**src/rtl/vfcm_pkg.sv**
```systemverilog
// Shared types, constants and helpers for the voxel face cull mesher.
`timescale 1ns / 1ps

package vfcm_pkg;

	// Defaults for the top-level parameters
	localparam int CUBE_EDGE_DEF = 16;
	localparam int KIND_BITS_DEF = 8;

	// Field widths
	localparam int OP_W     = 2;
	localparam int POS_W    = 4;
	localparam int IN_KIND_W = 8;
	localparam int PROBE_W  = POS_W + 1;
	localparam int FACES    = 6;
	localparam int FACE_CNT_W = 3;
	localparam int OFFSET_W = 17;
	localparam int COUNT_W  = 13;
	localparam int SUM_W    = 16;

	localparam int VERTS_PER_FACE = 4;
	localparam int SOLID_ID       = 1;

	// Command queue between front and back
	localparam int QUEUE_DEPTH = 2;
	localparam int QUEUE_AW    = $clog2(QUEUE_DEPTH);
	localparam int QUEUE_CW    = $clog2(QUEUE_DEPTH + 1);

	// Probe sequence of a mesh query: center, then the six neighbors
	localparam int NUM_PROBES = 7;
	localparam int PROBE_CNT_W = 3;
	localparam logic [PROBE_CNT_W-1:0] PROBE_CTR = 3'd0;
	localparam logic [PROBE_CNT_W-1:0] PROBE_YP  = 3'd1;
	localparam logic [PROBE_CNT_W-1:0] PROBE_YN  = 3'd2;
	localparam logic [PROBE_CNT_W-1:0] PROBE_ZP  = 3'd3;
	localparam logic [PROBE_CNT_W-1:0] PROBE_ZN  = 3'd4;
	localparam logic [PROBE_CNT_W-1:0] PROBE_XP  = 3'd5;
	localparam logic [PROBE_CNT_W-1:0] PROBE_XN  = 3'd6;
	localparam logic [PROBE_CNT_W-1:0] PROBE_DONE = 3'd7;

	typedef enum logic [OP_W-1:0] {
		OP_WRITE = 2'd0,
		OP_MESH  = 2'd1,
		OP_START = 2'd2
	} op_t;

	typedef enum logic [1:0] {
		ST_CLEAR,
		ST_IDLE,
		ST_MESH,
		ST_FINISH
	} state_t;

	typedef struct packed {
		logic [OP_W-1:0]      operation;
		logic [POS_W-1:0]     pos_x;
		logic [POS_W-1:0]     pos_y;
		logic [POS_W-1:0]     pos_z;
		logic [IN_KIND_W-1:0] block_kind;
	} cmd_t;

	typedef struct packed {
		logic                is_solid;
		logic [FACES-1:0]    face_mask;
		logic                is_interior;
		logic [OFFSET_W-1:0] base_vertex;
		logic [COUNT_W-1:0]  solid_count;
		logic [SUM_W-1:0]    sum_x;
		logic [SUM_W-1:0]    sum_y;
		logic [SUM_W-1:0]    sum_z;
	} rsp_t;

	// Back-end status seen by the front end
	typedef struct packed {
		logic pop;
		logic clearing;
	} back_stat_t;

	typedef struct packed {
		logic [PROBE_W-1:0] x;
		logic [PROBE_W-1:0] y;
		logic [PROBE_W-1:0] z;
		logic               under;
	} probe_t;

	// Coordinates of one probe; under flags a step below zero
	function automatic probe_t probe_coord(input logic [PROBE_CNT_W-1:0] idx,
			input logic [POS_W-1:0] x, input logic [POS_W-1:0] y,
			input logic [POS_W-1:0] z);
		probe_t p;
		p.x = {1'b0, x};
		p.y = {1'b0, y};
		p.z = {1'b0, z};
		p.under = 1'b0;
		case (idx)
			PROBE_YP: p.y = p.y + 1'b1;
			PROBE_YN: begin
				p.under = (y == '0);
				p.y = p.y - 1'b1;
			end
			PROBE_ZP: p.z = p.z + 1'b1;
			PROBE_ZN: begin
				p.under = (z == '0);
				p.z = p.z - 1'b1;
			end
			PROBE_XP: p.x = p.x + 1'b1;
			PROBE_XN: begin
				p.under = (x == '0);
				p.x = p.x - 1'b1;
			end
			default: ;
		endcase
		return p;
	endfunction

endpackage

```
**src/rtl/vfcm_if.sv**
```systemverilog
// Valid/ready channel interfaces for commands and results.
`timescale 1ns / 1ps

interface vfcm_cmd_if;
	import vfcm_pkg::*;
	logic valid;
	logic ready;
	cmd_t data;
	modport source(output valid, output data, input ready);
	modport sink(input valid, input data, output ready);
endinterface


```
**src/rtl/vfcm_front.sv**
```systemverilog
// Front end: accepts commands, drops unused opcodes, queues the rest.
`timescale 1ns / 1ps

module vfcm_front (
	input  logic                 clk,
	input  logic                 arst_n,
	vfcm_cmd_if.sink             cmd,
	input  vfcm_pkg::back_stat_t stat,
	output logic                 q_valid,
	output vfcm_pkg::cmd_t       q_item
);
	import vfcm_pkg::*;

	cmd_t                entry_q [QUEUE_DEPTH];
	logic [QUEUE_AW-1:0] wr_ptr_q;
	logic [QUEUE_AW-1:0] rd_ptr_q;
	logic [QUEUE_CW-1:0] count_q;
	logic                accept;
	logic                push;
	logic                pop;

	assign cmd.ready = !stat.clearing && (count_q != QUEUE_CW'(QUEUE_DEPTH));
	assign accept = cmd.valid && cmd.ready;
	// opcode 3 is taken and dropped here
	assign push = accept && (cmd.data.operation == OP_WRITE ||
		cmd.data.operation == OP_MESH || cmd.data.operation == OP_START);
	assign q_valid = (count_q != '0);
	assign q_item = entry_q[rd_ptr_q];
	assign pop = stat.pop && q_valid;

	always_ff @(posedge clk) begin
		if (push) begin
			entry_q[wr_ptr_q] <= cmd.data;
		end
	end

	always_ff @(posedge clk or negedge arst_n) begin
		if (!arst_n) begin
			wr_ptr_q <= '0;
			rd_ptr_q <= '0;
			count_q <= '0;
		end else begin
			if (push) begin
				wr_ptr_q <= (wr_ptr_q == QUEUE_AW'(QUEUE_DEPTH - 1)) ? '0 : wr_ptr_q + 1'b1;
			end
			if (pop) begin
				rd_ptr_q <= (rd_ptr_q == QUEUE_AW'(QUEUE_DEPTH - 1)) ? '0 : rd_ptr_q + 1'b1;
			end
			case ({push, pop})
				2'b10: count_q <= count_q + 1'b1;
				2'b01: count_q <= count_q - 1'b1;
				default: ;
			endcase
		end
	end

endmodule

```
**src/flat_wrapper.sv**
```systemverilog
// flat-port wrapper written by rule: the top's interface ports become plain ports
module vfcm_front_flat import vfcm_pkg::*;
  (clk, arst_n, stat, q_valid, q_item, cmd_valid, cmd_data, cmd_ready);
  vfcm_cmd_if cmd_i ();
  input  logic clk;
  input  logic arst_n;
  input  vfcm_pkg::back_stat_t stat;
  output logic q_valid;
  output vfcm_pkg::cmd_t q_item;
  input wire logic [$bits(cmd_i.valid)-1:0] cmd_valid;
  input wire logic [$bits(cmd_i.data)-1:0] cmd_data;
  output wire logic [$bits(cmd_i.ready)-1:0] cmd_ready;
  assign cmd_i.valid = cmd_valid;
  assign cmd_i.data = cmd_data;
  assign cmd_ready = cmd_i.ready;
  vfcm_front u_core (.clk(clk), .arst_n(arst_n), .cmd(cmd_i), .stat(stat), .q_valid(q_valid), .q_item(q_item));
endmodule
```
**config.mk**
```make
export PLATFORM = sky130hd
export DESIGN_NAME = vfcm_front_flat
export DESIGN_NICKNAME = d
export VERILOG_FILES = /design/src/rtl/vfcm_pkg.sv /design/src/rtl/vfcm_if.sv /design/src/rtl/vfcm_front.sv /design/src/flat_wrapper.sv
export SDC_FILE = /design/constraint.sdc
export NUM_CORES = 1
export LEC_CHECK = 0
export BUFFER_PORTS_ARGS = -buffer_cell sky130_fd_sc_hd__buf_2
export CORE_ASPECT_RATIO = 1.4
export CORE_MARGIN = 4
export CORE_UTILIZATION = 35
export CTS_CLUSTER_SIZE = 12
export DETAILED_ROUTE_END_ITERATION = 7
export PLACE_DENSITY_LB_ADDON = 0.1
export SLEW_MARGIN = 10
export SYNTH_ARGS = -nofsm -noshare
export SYNTH_HDL_FRONTEND = slang
export SYNTH_SLANG_ARGS = --single-unit
```
**constraint.sdc**
```tcl
create_clock -name clk -period 4.9 [get_ports clk]
set_clock_uncertainty 0.1 [all_clocks]
set_input_delay 0.735 -clock clk [delete_from_list [all_inputs] [get_ports clk]]
set_output_delay 0.735 -clock clk [all_outputs]
set_load 0.03 [all_outputs]
```
==> results.toml <==
[clock_tree]
cts_max_level = 2
holdBufCountCts = 0
cts-root-buf = "clkbuf_8"
cts_tree = "built"
clock_sink_count = 48
path_clk_slew_ps = 80
cts_resized = 0
cts_buffers = 5
clockBufferDepth = 2
clk_latency_ps = 290
post_cts_buffers = 0

[sta]
min_period_over_period = 0.557
setup_tns_ps = 0
rsz0062_at_grt = "false"
hold_violations = 0
timing.fmax_mhz = 367
setup_violations = 0
hold_ws_ps = 129
drv_slew = 0
worst_pin_slew_ps = 1160
max_slew_margin = 0.229
fin_crit_ps = 2730

[power_and_ir_drop]
ir_worst_vdd_v = 0.000257
p_int_w = 0.000756
swShare = 0.349
seqPwrFrac = 0.488
power.leakage_nw = 0.829
p_switching_w = 0.000405
p_clk_frac = 0.185
power_density_nw_per_um2 = 524
power_frac_comb = 0.327

[placement]
post_dp_cell_area_um2 = 2130
place_inst = 200
io_buffers = 50
dp_hpwl_um = 2080
gp_congestion = 0.603

[drt]
routedWlPerCell_um = 14.2
drt_pass1_iterations = 3
num_vias = 911
viasPerCell = 4.38
drt_wl_total_um = 2960
drt_iter0_markers = 17
drcViolationCount = 0
antenna_left = 0

[worst_setup_path]
cp_cell_sequence = "mux2_2 > buf_2"
worst_setup_path_start_kind = "flip-flop"
slowest_delay_ps = 990
arrival_ps = 1890
worstSetupPathType = "flip-flop to output pin"
critPathCaptureType = "output pin"
path_max_fanout = 23
cp_slowest_cell = "dfrtp_1"
worstPathRequired_ps = 4070

[grt]
grt_pass1_wl_um = 4570
grt_pass1_vias = 989
grt_overflow = 0
antenna_found_initial = 0
grtUsageTotal = 0.0984
grt_start_max_net_pins = 24

[synthesis]
synth.yosys.seq_area_share = 0.785
synth_fp_nets = 116
synth_warnings = 0
synth_area_um2 = 1810
synth-seq-cells = 48
synth.distinct_cells = 17
syn_area_per_cell_um2 = 20.6
synthCells = 88

[final_layout]
nets = 171
n_antenna_cell = 0
fin_cells = 208
areaGrowthSynthToFinish_pct = 22.3
drive_above_1_share = 0.542
finalCoreUtilization = 0.451
design_area_um2 = 2220

[worst_hold_path]
hp-class = "input port to asynchronous set/reset pin"

[floorplanning]
dieArea_um2 = 6410
die_w_um = 68.8
io_pins = 51
start_util = 0.368
core_area_um2 = 4920
die_h_um = 93.1
fp-row-count = 30

[run]
maxCapViolations = 0

[outcome]
status = "finished clean"
[metrics by stage]
stage | worst slack, ps | total power (W)
floorplan | 2210 | 0.000861
global placement | 2130 | 0.000962
detailed placement | 2100 | 0.000965
CTS | 2100 | 0.00118
global route | 2030 | 0.00123
finish | 2170 | 0.00116
[worst max-delay path, delay by kind of cell (launching register included)]
family,cells,cell delay [ps]
mux,1,430
buf+inv,1,180
flops,1,990
[registers in the layout, summed over array words and instances, names as in the netlist]
name / count
u_core.rd_ptr_q: 1
u_core.wr_ptr_q: 1
u_core.count_q: 2
u_core.entry_q: 44
[power groups by stage]
stage / sequential, W / combinational [W] / clock (W)
2_1_floorplan: 0.000538 / 0.000323 / 0
3_3_place_gp: 0.000577 / 0.000385 / 0
3_5_place_dp: 0.000580 / 0.000386 / 0
4_1_cts: 0.000571 / 0.000387 / 0.000224
5_1_grt: 0.000576 / 0.000404 / 0.000247
6_report: 0.000567 / 0.000380 / 0.000215
[cell usage in the layout (no fill, tap or decap)]
cell type	Yosys	routed
dfrtp_1	4	4
buf_2	0	50
clkbuf_1	0	1
mux2_1	6	6
inv_1	1	1
xor2_1	2	2
and2_1	1	1
clkbuf_8	0	5
inv_2	1	1
a211o_4	1	1
xnor2_2	1	1
clkinv_1	0	1
mux2_2	16	16
nor2_2	0	2
a21bo_2	1	1
a21oi_1	1	1
xnor2_1	2	2
edfxtp_1	44	44
nor2_1	3	1
clkinvlp_4	0	1
ha_1	1	1
or2_1	1	1
[layout make-up]
cell class              count  area [um^2]
clock inverters             2         11.3
flip-flops and latches     48         1420
well taps                  64         80.1
multi-input cells          36          373
fillers                   463         2700
repair buffers             50          250
clock buffers               6         72.6
inverters                   2         7.51
[routing by layer]
metal | up-vias | track usage | routed length [um]
li1 | 442 | - | -
met1 | 435 | 0.100 | 1090
met2 | 30 | 0.177 | 1620
met3 | 4 | 0.0337 | 203
met4 | 0 | 0.0390 | 43
met5 | - | 0 | 0
[cell families after synthesis]
| logic type | synth area share |
|---|---|
| AO/OA/AOI/OAI | 0.0180 |
| XOR/XNOR | 0.0283 |
| adder cells (fa/ha/maj) | 0.00690 |
| buffers and inverters | 0.0124 |
| flip-flops | 0.785 |
| multiplexers | 0.137 |
| AND/OR/NAND/NOR | 0.0131 |
[cells in the mapped netlist (all sizes together)]
cell type / number / area (um^2)
buf: 2 / 15.0
and2: 1 / 6.26
xnor2: 3 / 33.8
xor2: 2 / 17.5
ha: 1 / 12.5
a21oi: 1 / 5.00
or2: 1 / 6.26
a21bo: 1 / 10.0
mux2: 22 / 248
edfxtp: 44 / 1320
a211o: 1 / 17.5
inv: 2 / 7.50
nor2: 3 / 11.3
dfrtp: 4 / 100
[final timing paths]
kind	from	end	slack (ps)	cells after the start
hold / removal	arst_n	u_core.wr_ptr_q	130	1
setup / recovery	u_core.rd_ptr_q	q_item[21]	2170	2
setup reg to reg	u_core.count_q[0]	u_core.entry_q[0][5]	2670	3
hold reg to reg	u_core.wr_ptr_q	u_core.wr_ptr_q	450	1
max in group asynchronous	arst_n	u_core.count_q[1]	4450	1
min in group clk	u_core.wr_ptr_q	u_core.wr_ptr_q	450	1
(Power assumes the default switching activity.)
